### src/hw/rtl/smd_pkg.sv
// ----------------------------------------------------------------------------
// smd_pkg
// Shared command and status types for the sample mean and deviation block.
// ----------------------------------------------------------------------------
package smd_pkg;

   typedef struct packed {
      logic store_wr;
      logic acc_clr;
      logic mean_start;
      logic pass_clr;
      logic pass_rd;
      logic pass_add;
      logic div_start;
      logic sqrt_start;
      logic res_load;
   } smd_cmd_type;

   typedef struct packed {
      logic full;
      logic mean_done;
      logic pass_end;
      logic div_done;
      logic sqrt_done;
   } smd_sts_type;

endpackage

### src/hw/rtl/smd_ctrl.sv
// ----------------------------------------------------------------------------
// smd_ctrl
// Controller: load samples, then mean, squared pass, divide, root, respond.
// ----------------------------------------------------------------------------
module smd_ctrl
   import smd_pkg::*;
(
   input  logic        clock,
   input  logic        reset,
   input  logic        req_valid,
   output logic        req_ready,
   input  logic        req_last,
   output logic        rsp_valid,
   input  logic        rsp_ready,
   output smd_cmd_type cmd,
   input  smd_sts_type sts
);

   typedef enum logic [2:0] {
      LOAD, MEAN, PASS, DRAIN, DIV, ROOT, RESP
   } state_type;

   state_type state_ff, state_in;
   logic      rsp_valid_ff, rsp_valid_in;
   logic [2:0] drain_ff, drain_in;
   logic      acc;

   assign acc       = req_valid && req_ready;
   assign req_ready = (state_ff == LOAD) && !rsp_valid_ff;
   assign rsp_valid = rsp_valid_ff;

   always_comb begin
      state_in     = state_ff;
      rsp_valid_in = rsp_valid_ff;
      drain_in     = drain_ff;
      cmd          = '0;
      if (rsp_valid_ff && rsp_ready) begin
         rsp_valid_in = 1'b0;
      end
      case (state_ff)
         LOAD: begin
            if (acc) begin
               cmd.store_wr = !sts.full;
               if (req_last) begin
                  cmd.mean_start = 1'b1;
                  state_in       = MEAN;
               end
            end
         end
         MEAN: begin
            if (sts.mean_done) begin
               cmd.pass_clr = 1'b1;
               state_in     = PASS;
            end
         end
         PASS: begin
            cmd.pass_rd = 1'b1;
            cmd.pass_add = 1'b1;
            drain_in = 3'd4;
            if (sts.pass_end) begin
               state_in = DRAIN;
            end
         end
         DRAIN: begin
            cmd.pass_add = 1'b1;
            drain_in = drain_ff - 3'd1;
            if (drain_ff == 3'd1) begin
               cmd.div_start = 1'b1;
               state_in      = DIV;
            end
         end
         DIV: begin
            if (sts.div_done) begin
               cmd.sqrt_start = 1'b1;
               state_in       = ROOT;
            end
         end
         ROOT: begin
            if (sts.sqrt_done) begin
               cmd.res_load = 1'b1;
               cmd.acc_clr  = 1'b1;
               rsp_valid_in = 1'b1;
               state_in     = LOAD;
            end
         end
         default: state_in = LOAD;
      endcase
   end

   always_ff @(posedge clock) begin
      if (reset) begin
         state_ff     <= LOAD;
         rsp_valid_ff <= 1'b0;
         drain_ff     <= '0;
      end else begin
         state_ff     <= state_in;
         rsp_valid_ff <= rsp_valid_in;
         drain_ff     <= drain_in;
      end
   end

endmodule

### config.mk
export PLATFORM = sky130hd
export DESIGN_NAME = smd_ctrl
export DESIGN_NICKNAME = d
export VERILOG_FILES = /design/src/hw/rtl/smd_pkg.sv /design/src/hw/rtl/smd_ctrl.sv
export SDC_FILE = /design/constraint.sdc
export NUM_CORES = 1
export LEC_CHECK = 0
export ABC_AREA = 1
export BUFFER_PORTS_ARGS = -buffer_cell sky130_fd_sc_hd__clkbuf_2
export CORE_ASPECT_RATIO = 1.25
export CORE_MARGIN = 1
export CORE_UTILIZATION = 28
export CTS_BUF_LIST = sky130_fd_sc_hd__clkbuf_2 sky130_fd_sc_hd__clkbuf_4 sky130_fd_sc_hd__clkbuf_8
export DETAILED_ROUTE_END_ITERATION = 8
export GPL_ROUTABILITY_DRIVEN = 0
export GPL_TIMING_DRIVEN = 0
export HOLD_SLACK_MARGIN = 0.15
export SLEW_MARGIN = 20
export SYNTH_ARGS = -nofsm -noshare
export SYNTH_HDL_FRONTEND = slang
export SYNTH_SLANG_ARGS = --single-unit
export TNS_END_PERCENT = 1
### constraint.sdc
create_clock -name clock -period 2.99 [get_ports clock]
set_input_delay 0 -clock clock [delete_from_list [all_inputs] [get_ports clock]]
set_output_delay 0 -clock clock [all_outputs]
set_load 0.01 [all_outputs]
==> Word-level counts from Yosys, hierarchy flattened <==
Cells that the tools add are included.
{ "word_totals": {"n_memories": 0, "in_bits": 10, "rom_bits": 0, "mem_bits_rw": 0, "out_inout_bits": 11, "latch_bits": 0, "wordCells": 53, "regBits": 7} }
{ "op_classes": {"div_mod_pow": 0, "addsub": 1, "bitwise_logic": 0, "n_shift": 0, "eq_ne": 13, "n_mux": 27, "reduce_logical": 9, "magnitude_cmp": 0, "n_mul": 0} }
{ "ops": {"columns": ["cell", "n"], "rows": [
  ["$mux 3", 7],
  ["$mux 1", 18],
  ["$pmux 3 s6", 1],
  ["$ne 2x2->1 const B", 7],
  ["$reduce_and 7->1", 1],
  ["$eq 3x1->1 const B", 2],
  ["$eq 3x2->1 const B", 2],
  ["$eq 3x3->1 const B", 2],
  ["$pmux 3 s2", 1],
  ["$logic_and 1x1->1", 3],
  ["$logic_not 3->1", 1],
  ["$sub 3x1->3 const B", 1],
  ["$logic_not 1->1", 2],
  ["$reduce_bool 2->1", 1],
  ["$reduce_or 2->1", 1]
]} }

==> Logic depth before layout (Yosys ltp) <==
Gate-level depths: netlist (run 1).
{ "depth": {"ltp_word": 5, "mapped_depth": 10, "depth_no_buf": 10} }

==> Worst setup path after synthesis (run 1) <==
OpenSTA, ideal clock, no wires.
{ "synth_timing": {"path_kind": "flip-flop to output port", "from": "register state_ff[2]", "to": "output port cmd[7] in the netlist's numbering", "t_required_ns": 2.990, "path_buffers": 1, "slack_ns": 1.686, "stages_incl_launch_ff": 4, "t_arrival_ns": 1.304, "path_cell_list": "dfxtp_1 > inv_2 > nor4_1 > buf_4"} }
{ "synth_lines": {"columns": ["element", "line_no", "text"], "rows": [
  ["start: declaration", "smd_ctrl.sv:23", "state_type state_ff, state_in;"],
  ["start signal: assignment", "smd_ctrl.sv:96", "state_ff <= state_in;"],
  ["end: declaration", "smd_ctrl.sv:15", "output smd_cmd_type cmd,"]
]} }

==> results of run 1 <==
[registers in the layout, summed over array words and instances, names as in the netlist]
name	count
drain_ff	3
state_ff	3
rsp_valid	1
[worst register-to-register path: cells and delay by family (launching register included)]
| kind | cells | cell delay, ns |
|---|---|---|
| AO/OA/AOI/OAI | 1 | 0.14 |
| flip-flops | 1 | 0.36 |
| AND/OR/NAND/NOR | 7 | 0.77 |
[final cells by class]
cell class	count	share of cell area
multi-input combinational	60	0.429
buffer	1	0.0112
inverter	17	0.0948
clock buffer	4	0.0446
timing repair buffer	22	0.178
tap	18	0.0335
sequential	7	0.208
[report_power, final]
part           switching [mW]  total (mW)  leakage (nW)  internal, mW
combinational           0.176       0.280         0.308         0.104
sequential             0.0271       0.147        0.0571         0.119
clock                  0.0374      0.0976        0.0184        0.0602
total                   0.240       0.524         0.383         0.284
[kinds of logic (layout without fill, tap and decap cells)]
family	after synthesis	count (layout)
xor+xnor	1	1
fa+ha+maj	2	2
simple gates	49	49
buf+inv	18	44
compound gates	8	8
flops	7	7
[synth_stat cells (all sizes together), types with 2 or more instances]
cell / number
o21ai: 3
inv: 17
nand2: 20
nand4: 3
a21oi: 3
nor2: 16
nand3: 6
dfxtp: 7
ha: 2
[repair_timing]
item / 4_1_cts / 5_1_grt
endpoints found under the hold margin: 7 / 0
hold buffers: 2 / 0
buffers inserted: 0 / 0
[how the worst max path moves through the flow]
stage	startpoint	slack, ns	end	cells past startpoint
after floorplan	state_ff[2]$_SDFFE_PP0P_	1.69	cmd[7]	3
after global placement	state_ff[1]$_SDFFE_PP0P_	1.65	state_ff[0]$_SDFFE_PP0P_	8
after detailed placement	state_ff[1]$_SDFFE_PP0P_	1.63	state_ff[0]$_SDFFE_PP0P_	8
after CTS	state_ff[2]$_SDFFE_PP0P_	1.35	cmd[7]	4
after global routing	state_ff[2]$_SDFFE_PP0P_	1.20	cmd[7]	4
final	state_ff[2]$_SDFFE_PP0P_	1.39	cmd[7]	4
[per-layer routing]
layer | vias up | GRT usage | wire length (µm)
met5 | - | 0 | 0
met4 | 0 | 0.0690 | 0
met3 | 0 | 0.0274 | 55
met2 | 17 | 0.208 | 531
met1 | 256 | 0.168 | 558
li1 | 319 | - | -
==> summary.md, run 1 <==
| Metric | Value |
|---|---|
| Status | finished, final reports clean |
| Mux contribution to synthesized area | 0 |
| Starting DRT DRC Count | 4 |
| Total power | 0.524 mW |
| Synth top area cells | dfxtp_1 28%, nand2_1 15%, inv_1 12% |
| Ys Warns | 0 |
| Worst slew pin tran | 0.512 ns |
| Die X | 39.8 µm |
| Post_cts resized | 0 |
| Reg-to-reg endpoint | state_ff[0]$_SDFFE_PP0P_ |
| Worst hold path depth | 6 |
| Syn Nets | 97 |
| Top-area cell type share of the netlist area | 0.280 |
| Post-synthesis xor/xnor area fraction | 0.0175 |
| Final period util | 0.535 |
| Wire per inst | 8.88 µm |
| Worst EP required | 2.99 ns |
| Rel. slew slack | 0.655 |
| # fillers | 184 |
| FFs w/ async S/R, synth | 0 |
| CTS tree | yes |
| Synth Area per Inst | 5.89 µm² |
| ANT cells | 0 |
| Dpl ws | 1.63 ns |
| Mapped Cells | 85 |
| Post-synthesis cell type count | 18 |
| Fin area | 673 µm² |
| RSZ-0062 raised after global routing | false |
| Vert. Die Dim | 49.3 µm |
| Area after DPL | 623 µm² |
| Final WS setup | 1.39 ns |
| Clk slew on worst S/H paths | 0.06 ns |
| R2R setup slack | 1.62 ns |
| Vias | 592 |
| Root Buffer | clkbuf_4 |
| Die Area | 1960 µm² |
| Clock Skew | 0.00169 ns |
| Top Ports | 21 |
| Clk_lat worst skew | 0.25 ns |
| Hpwl dp | 939 µm |
| Setup crit end kind | output pin |
| Register-to-Register Path Depth | 8 |
| Synth Area in Adders | 0.0500 |
| Initial antenna violation count | 0 |
| Vias in the first global route | 501 |
| FF+latch area | 140 µm² |
| Critical Path Slowest Stage Cell | nor4_1 |
| Family with the most delay on the worst path | simple AND/OR/NAND/NOR gates |
| Routed wire length | 1150 µm |
| Pwr dens | 779 nW/µm² |
| Number of synthesized flops with an enable pin | 0 |
| CTS Buf Count | 3 |
| Crit path buffers/inverters | 3 |
| Core footprint | 1620 µm² |
| GRT Overall Usage | 0.134 |
| RR Startpoint | state_ff[1]$_SDFFE_PP0P_ |
| Compound-Gate Fraction of Synth Area | 0.0925 |
| Layout net count | 124 |
| H-tree lvl count | 1 |
| Pre-antenna DRT Iters | 4 |
| Port Buffer Count | 20 |
| Final setup viols | 0 |
| TNS Setup | 0 ns |
| CTS Buffer Depth | 2 |
| Highest clock rate | 625 MHz |
| Final min period | 1.60 ns |
| Critical path class | register to output pin |
| Multi-input logic area | 289 µm² |
| Critical Path AT | 1.60 ns |
| Sequential area share after synthesis | 0.280 |
| Row count | 16 |
| Starting density of the core | 0.309 |
| Placed Instances | 123 |
| Max Cap Viol | 0 |
| Final Max Tran Viols | 0 |
| #FFs+latches synth | 7 |
| Fin cells | 129 |
| Worst setup SP type | register |
| Largest net degree at the start of global routing | 11 |
| VDD IR max | 0.350 mV |
| Hold slack | 0.176 ns |
| Vias per Instance | 4.59 |
| Global-route wire length before repair | 1890 µm |
| Crit-path cells | inv_2, nor4_1, buf_4, clkbuf_2 |
| Worst Hold Class | input pin to register |
| CTS Sinks | 7 |
| Min-delay src | sts[2] |
| Predominant post-synthesis flop cell | dfxtp_1 |
| Combinational family with the most area after synthesis | simple AND/OR/NAND/NOR gates |
| Post-route ant nets | 0 |
| Area leader, netlist | dfxtp_1 |
| Util after Layout | 0.415 |
| Post-Synth Simple-Gate Area | 0.418 |
| Hold Path End | state_ff[1]$_SDFFE_PP0P_ |
| Drt drc | 0 |
| Mapped Area | 500 µm² |
| Area grow syn2layout | 34.5% |
| CP peak stage delay | 0.50 ns |
| Crit Path Max Fanout | 10 |
| Hold violation count in the final report | 0 |
| Commonest non-fill, non-tap cells in the layout | 20 x nand2_1, 20 x clkbuf_2, 16 x inv_1, 16 x nor2_1, 7 x dfxtp_1 |
| Share of cells above drive strength 1 | 0.234 |
| Total gr overflow | 0 |
| P_leak | 0.383 nW |
Note: power is estimated with default switching activity, not from simulation.
==> run 2, diff against run 1 <==
--- a/config.mk
+++ b/config.mk
@@ -5,9 +5,8 @@
 export SDC_FILE = /design/constraint.sdc
 export NUM_CORES = 1
 export LEC_CHECK = 0
-export ABC_AREA = 1
+export ABC_AREA = 0
 export BUFFER_PORTS_ARGS = -buffer_cell sky130_fd_sc_hd__clkbuf_2
-export CORE_ASPECT_RATIO = 1.25
 export CORE_MARGIN = 1
 export CORE_UTILIZATION = 28
 export CTS_BUF_LIST = sky130_fd_sc_hd__clkbuf_2 sky130_fd_sc_hd__clkbuf_4 sky130_fd_sc_hd__clkbuf_8
==> constraint.sdc (replaced) <==
create_clock -name clock -period 1.6 [get_ports clock]
set_input_delay 0 -clock clock [delete_from_list [all_inputs] [get_ports clock]]
set_output_delay 0 -clock clock [all_outputs]
set_load 0.01 [all_outputs]
==> summary.md, run 2 <==
| Metric | Value |
|---|---|
| Status | finished, final reports clean |
| Highest clock rate | 710 MHz |
| Row count | 13 (-3) |
| CTS Hold Bufs | 4 (+2) |
| Area grow syn2layout | 41.7% |
| Post-route ant nets | 0 (unchanged) |
| CTS Buffer Depth | 2 (unchanged) |
| Pre-antenna DRT Iters | 4 (unchanged) |
| CTS Buf Count | 3 (unchanged) |
| Die Area | 1720 µm² (-12%) |
| Clk_lat worst skew | 0.26 ns (about the same) |
| Routed wire length | 975 µm (-15%) |
| Drt drc | 0 (unchanged) |
| FFs w/ async S/R, synth | 0 (unchanged) |
| # fillers | 158 (-14%) |
| Global-route wire length before repair | 1600 µm (-15%) |
| Total gr overflow | 0 (unchanged) |
| Area leader, netlist | dfxtp_1 |
| Wire per inst | 9.75 µm (+9.8%) |
| VDD IR max | 0.672 mV (+92%) |
| Top-area cell type share of the netlist area | 0.322 (+0.0418) |
| Crit Path Max Fanout | 10 (unchanged) |
| Final setup viols | 0 (unchanged) |
| TNS Setup | 0 ns (unchanged) |
| Clock Skew | 0.00383 ns (+0.00214 ns) |
| Hold violation count in the final report | 0 (unchanged) |
| Ys Warns | 0 (unchanged) |
| GRT Overall Usage | 0.121 (-0.0131) |
| Pwr dens | 1120 nW/µm² (+44%) |
| Critical Path AT | 1.41 ns (-0.19 ns) |
| ANT cells | 0 (unchanged) |
| Worst Hold Class | input pin to register |
| Post-synthesis cell type count | 23 (+5) |
| Most common cell in the netlist | nor2_1 |
| Critical path class | register to output pin |
| Vias | 458 (-23%) |
| Util after Layout | 0.451 (+0.0363) |
| Worst setup SP type | register |
| Final period util | 0.881 |
| Worst slew pin tran | 0.395 ns (-0.117 ns) |
| Synth cell count leaders | 11 x nor2_1, 7 x a21oi_1, 7 x dfxtp_1 |
| Largest net degree at the start of global routing | 11 (unchanged) |
| Vias per Instance | 4.58 (-0.20%) |
| Final Max Tran Viols | 0 (unchanged) |
| Mapped Area | 435 µm² (-13%) |
| Worst EP required | 1.60 ns (-1.39 ns) |
| Predominant post-synthesis flop cell | dfxtp_1 |
| Layout net count | 98 (-21%) |
| Vert. Die Dim | 41.4 µm (-16%) |
| Synth top area cells | dfxtp_1 32%, nor2_1 9.5%, a21oi_1 8.0% |
| Share of cells above drive strength 1 | 0.341 (+0.107) |
| Top Ports | 21 (unchanged) |
| Max Cap Viol | 0 (unchanged) |
| #FFs+latches synth | 7 (unchanged) |
| Rel. slew slack | 0.737 (+0.0813) |
| Core footprint | 1370 µm² (-16%) |
| Starting DRT DRC Count | 14 (+10) |
| Register-to-Register Path Depth | 5 (-3) |
| Hpwl dp | 760 µm (-19%) |
| RSZ-0062 raised after global routing | false |
| Final min period | 1.41 ns |
| Post-CTS setup buffers | 0 (unchanged) |
| Commonest non-fill, non-tap cell in the layout | clkbuf_2 |
| Number of synthesized flops with an enable pin | 0 (unchanged) |
| CTS tree | yes |
| Starting density of the core | 0.319 (+0.0100) |
| Post_cts resized | 0 (unchanged) |
| Die X | 41.4 µm (+4.1%) |
| Clk slew on worst S/H paths | 0.05 ns (about the same) |
| Synth Area per Inst | 7.51 µm² (+28%) |
| CTS Sinks | 7 (unchanged) |
| P_leak | 0.301 nW (-22%) |
| Syn Nets | 70 (-28%) |
| Sequential area share after synthesis | 0.322 (+0.0418) |
| Initial antenna violation count | 0 (unchanged) |
| H-tree lvl count | 1 (unchanged) |
| Root Buffer | clkbuf_4 |
| Vias in the first global route | 385 (-23%) |
| Worst hold path depth | 5 (-1) |
| Commonest non-fill, non-tap cells in the layout | 19 x clkbuf_2, 11 x nor2_1, 7 x a21oi_1, 7 x dfxtp_1, 5 x nand2_1 |
| Port Buffer Count | 19 (-5.0%) |
| Hold slack | 0.164 ns (-0.0119 ns) |
| Setup crit end kind | output pin |
| Mapped Cells | 58 (-32%) |
==> run 2: area by class of cell <==
cell class,count,area (µm²),share of cell area
Clock inverter,1,5.00,0.00811
Timing Repair Buffer,23,135,0.219
Clock buffer,3,22.5,0.0365
Multi-Input combinational cell,43,260,0.422
Tap cell,15,18.8,0.0304
Sequential cell,7,140,0.227
Buffer,3,16.3,0.0264
Inverter,5,18.8,0.0304
==> run 2: final timing paths <==
path | startpoint | endpoint | slack (ns)
worst min-delay path | sts[3] | state_ff[1]$_SDFFE_PP0P_ | 0.16
worst max-delay path | state_ff[0]$_SDFFE_PP0P_ | cmd[6] | 0.19
worst max register to register | state_ff[2]$_SDFFE_PP0P_ | drain_ff[0]$_SDFFE_PP0P_ | 0.40
worst min register to register | drain_ff[1]$_SDFFE_PP0P_ | drain_ff[1]$_SDFFE_PP0P_ | 0.45
==> run 2: stage by stage <==
step | cells | area [µm²] | worst slack [ns] | total power [mW]
global route | 100 | 617 | 0.0342 | 0.757
CTS | 100 | 617 | 0.167 | 0.701
floorplan | 58 | 435 | 0.477 | 0.442
finish | 100 | 617 | 0.191 | 0.690
global placement | 92 | 549 | 0.411 | 0.526
detailed placement | 92 | 549 | 0.401 | 0.530
==> run 2: worst max-delay path, stage by stage (launching register included) <==
cell and delay [ns]:
dfxtp_1 0.34, buf_2 0.19, nor4_2 0.30, and3_1 0.19
clkbuf_2 0.13
==> run 2: cells by family (layout without fill, tap and decap cells) <==
logic type	after synthesis	after routing	share of synthesized area
AND/OR/NAND/NOR	30	30	0.379
AO/OA/AOI/OAI	10	10	0.141
buffers and inverters	8	35	0.0804
flip-flops	7	7	0.322
adder cells (fa/ha/maj)	2	2	0.0575
XOR/XNOR	1	1	0.0201
==> run 2: where the power goes <==
group,total [mW],switching (mW),internal (mW)
combinational,0.294,0.160,0.134
clock,0.161,0.0691,0.0914
sequential,0.236,0.0344,0.202
==> run 2: routing by layer <==
| layer | vias up | track usage | wire, µm |
|---|---|---|---|
| li1 | 249 | - | - |
| met1 | 199 | 0.156 | 452 |
| met2 | 10 | 0.172 | 474 |
| met3 | 0 | 0.0652 | 47 |
| met4 | 0 | 0.0387 | 0 |
| met5 | - | 0 | 0 |
==> run 3, diff against run 2 <==
==> constraint.sdc (replaced) <==
create_clock -name clock -period 1.7 [get_ports clock]
set_input_delay 0 -clock clock [delete_from_list [all_inputs] [get_ports clock]]
set_output_delay 0 -clock clock [all_outputs]
set_load 0.01 [all_outputs]
==> summary.md, run 3 (synthesized netlist as in run 2, its figures left out) <==
| Metric | Value |
|---|---|
| Worst hold path depth | 5 (unchanged) |
| Register-to-Register Path Depth | 5 (unchanged) |
| R2R setup slack | 0.09 ns (-0.31 ns) |
| Most frequent cell on the critical path | nor2_1 |
| Port Buffer Count | 19 (unchanged) |
| Initial antenna violation count | 0 (unchanged) |
| Core footprint | 1370 µm² (unchanged) |
| Share of cells above drive strength 1 | 0.337 (-0.00397) |
| P_leak | 0.307 nW (+2.3%) |
| Flop pwr share | 0.342 (about the same) |
| Util after Layout | 0.459 (+0.00733) |
| Post_cts resized | 0 (unchanged) |
| H-tree lvl count | 1 (unchanged) |
| Clock Skew | 0.00383 ns (unchanged) |
| Area grow syn2layout | 44.0% |
| Dpl ws | 0.501 ns (+0.100 ns) |
| Pre-antenna DRT Iters | 4 (unchanged) |
| Highest clock rate | 621 MHz |
| Sw Pwr | 0.248 mW (-5.9%) |
| Clk slew on worst S/H paths | 0.05 ns (about the same) |
| RSZ-0062 raised after global routing | false |
| Internal power | 0.402 mW (-5.9%) |
| Largest net degree at the start of global routing | 11 (unchanged) |
| Vias in the first global route | 407 (+5.7%) |
| Total power | 0.650 mW (-5.9%) |
| Drt drc | 0 (unchanged) |
| Hold violation count in the final report | 0 (unchanged) |
| Hold slack | 0.164 ns (-0.00000500 ns) |
| Max Cap Viol | 0 (unchanged) |
| Vias per Instance | 4.61 (+0.74%) |
| Crit-path cells | nand2b_1, nor2_1, a21oi_1, nor2_1, dlygate4sd3_1 |
| Critical Path Slowest Stage Cell | dlygate4sd3_1 |
| Die Area | 1720 µm² (unchanged) |
| Vias | 466 (+1.7%) |
| Switch share | 0.382 (about the same) |
| CTS tree | yes |
| Clk_lat worst skew | 0.26 ns (about the same) |
| Worst setup SP type | register |
| Starting density of the core | 0.319 (unchanged) |
| Starting DRT DRC Count | 14 (unchanged) |
| CTS Buffer Depth | 2 (unchanged) |
| Reg-to-reg endpoint | rsp_valid$_SDFF_PP0_ |
| Layout net count | 99 (+1.0%) |
| Final setup viols | 0 (unchanged) |
| VDD IR max | 0.632 mV (-5.9%) |
| Hold Path End | state_ff[1]$_SDFFE_PP0P_ |
| Rel. slew slack | 0.737 (about the same) |
| Top Ports | 21 (unchanged) |
| Root Buffer | clkbuf_4 |
| Post-route ant nets | 0 (unchanged) |
| Commonest non-fill, non-tap cell in the layout | clkbuf_2 |
| Die X | 41.4 µm (unchanged) |
| CTS Buf Count | 3 (unchanged) |
| Worst EP required | 1.84 ns (+0.24 ns) |
| Final min period | 1.61 ns |
| Global-route wire length before repair | 1660 µm (+3.5%) |
| TNS Setup | 0 ns (unchanged) |
| Clock Power Share | 0.233 (about the same) |
| CTS Sinks | 7 (unchanged) |
| Crit Path Max Fanout | 8 (-2) |
| Post-CTS setup buffers | 0 (unchanged) |
| Min-delay src | sts[3] |
| Final Max Tran Viols | 0 (unchanged) |
| Wire per inst | 9.88 µm (+1.3%) |
| Row count | 13 (unchanged) |
| Final WS setup | 0.0891 ns (-0.102 ns) |
| Critical Path AT | 1.75 ns (+0.34 ns) |
| RR Startpoint | state_ff[1]$_SDFFE_PP0P_ |
| Combinational share of power | 0.426 (about the same) |
| Setup crit end kind | register |
| Total gr overflow | 0 (unchanged) |
| Status | finished, final reports clean |
| GRT Overall Usage | 0.125 (+0.00360) |
| Worst slew pin tran | 0.395 ns (-0.000474 ns) |
| Final period util | 0.948 |
| Critical path class | register to register |
| Routed wire length | 998 µm (+2.4%) |
| Pwr dens | 1040 nW/µm² (-7.4%) |
| CP peak stage delay | 0.56 ns (+0.22 ns) |
| Hpwl dp | 760 µm (unchanged) |
| ANT cells | 0 (unchanged) |
| Vert. Die Dim | 41.4 µm (unchanged) |
| Worst Hold Class | input pin to register |
| Commonest non-fill, non-tap cells in the layout | 19 x clkbuf_2, 11 x nor2_1, 7 x a21oi_1, 7 x dfxtp_1 |
-- run 3: power by group through the flow --
stage	combinational (mW)	sequential [mW]	clock [mW]
global placement	0.271	0.224	0
detailed placement	0.273	0.225	0
finish	0.276	0.222	0.151
global route	0.309	0.229	0.175
floorplan	0.199	0.217	0
CTS	0.280	0.222	0.157
-- run 3: area by class of cell --
cell class                 instances  area, µm²
fill                             157        739
multi-input combinational         43        260
timing repair buffer              24        145
sequential                         7        140
clock buffer                       3       22.5
inverter                           5       18.8
tap                               15       18.8
buffer                             3       16.3
clock inverter                     1       5.00
-- run 3: worst max path at each step --
stage | startpoint | endpoint | cells past startpoint
global route | state_ff[1]$_SDFFE_PP0P_ | rsp_valid$_SDFF_PP0_ | 5
finish | state_ff[1]$_SDFFE_PP0P_ | rsp_valid$_SDFF_PP0_ | 5
floorplan | state_ff[0]$_SDFFE_PP0P_ | cmd[8] | 4
CTS | state_ff[1]$_SDFFE_PP0P_ | rsp_valid$_SDFF_PP0_ | 5
global placement | state_ff[2]$_SDFFE_PP0P_ | drain_ff[0]$_SDFFE_PP0P_ | 5
detailed placement | state_ff[2]$_SDFFE_PP0P_ | drain_ff[0]$_SDFFE_PP0P_ | 5
-- run 3: critical path: cells and delay by family, from the launching register on --
| family | cells | cell delay (ns) |
|---|---|---|
| flops | 1 | 0.51 |
| buf+inv | 1 | 0.56 |
| compound gates | 1 | 0.13 |
| simple gates | 3 | 0.29 |
-- run 3: through the flow --
stage	cell area, µm²	instances
final	627	101
after global routing	627	101
after CTS	627	101
after detailed placement	549	92
after global placement	549	92
after floorplan	435	58
-- run 3: routing by layer --
metal  wire length [µm]  GRT usage  vias to the layer above  part of all wire
met5                  0          0                        -                 0
met4                  0     0.0387                        0                 0
met3                 47     0.0652                        0             0.047
met2                492      0.184                       10              0.49
met1                457      0.156                      205              0.46
li1                   -          -                      251                 -
-- run 3: repair_timing --
item | 4_1_cts | 5_1_grt
endpoints found under the hold margin | 6 | 0
hold buffers | 5 | 0
endpoints found under the setup margin | 0 | 0
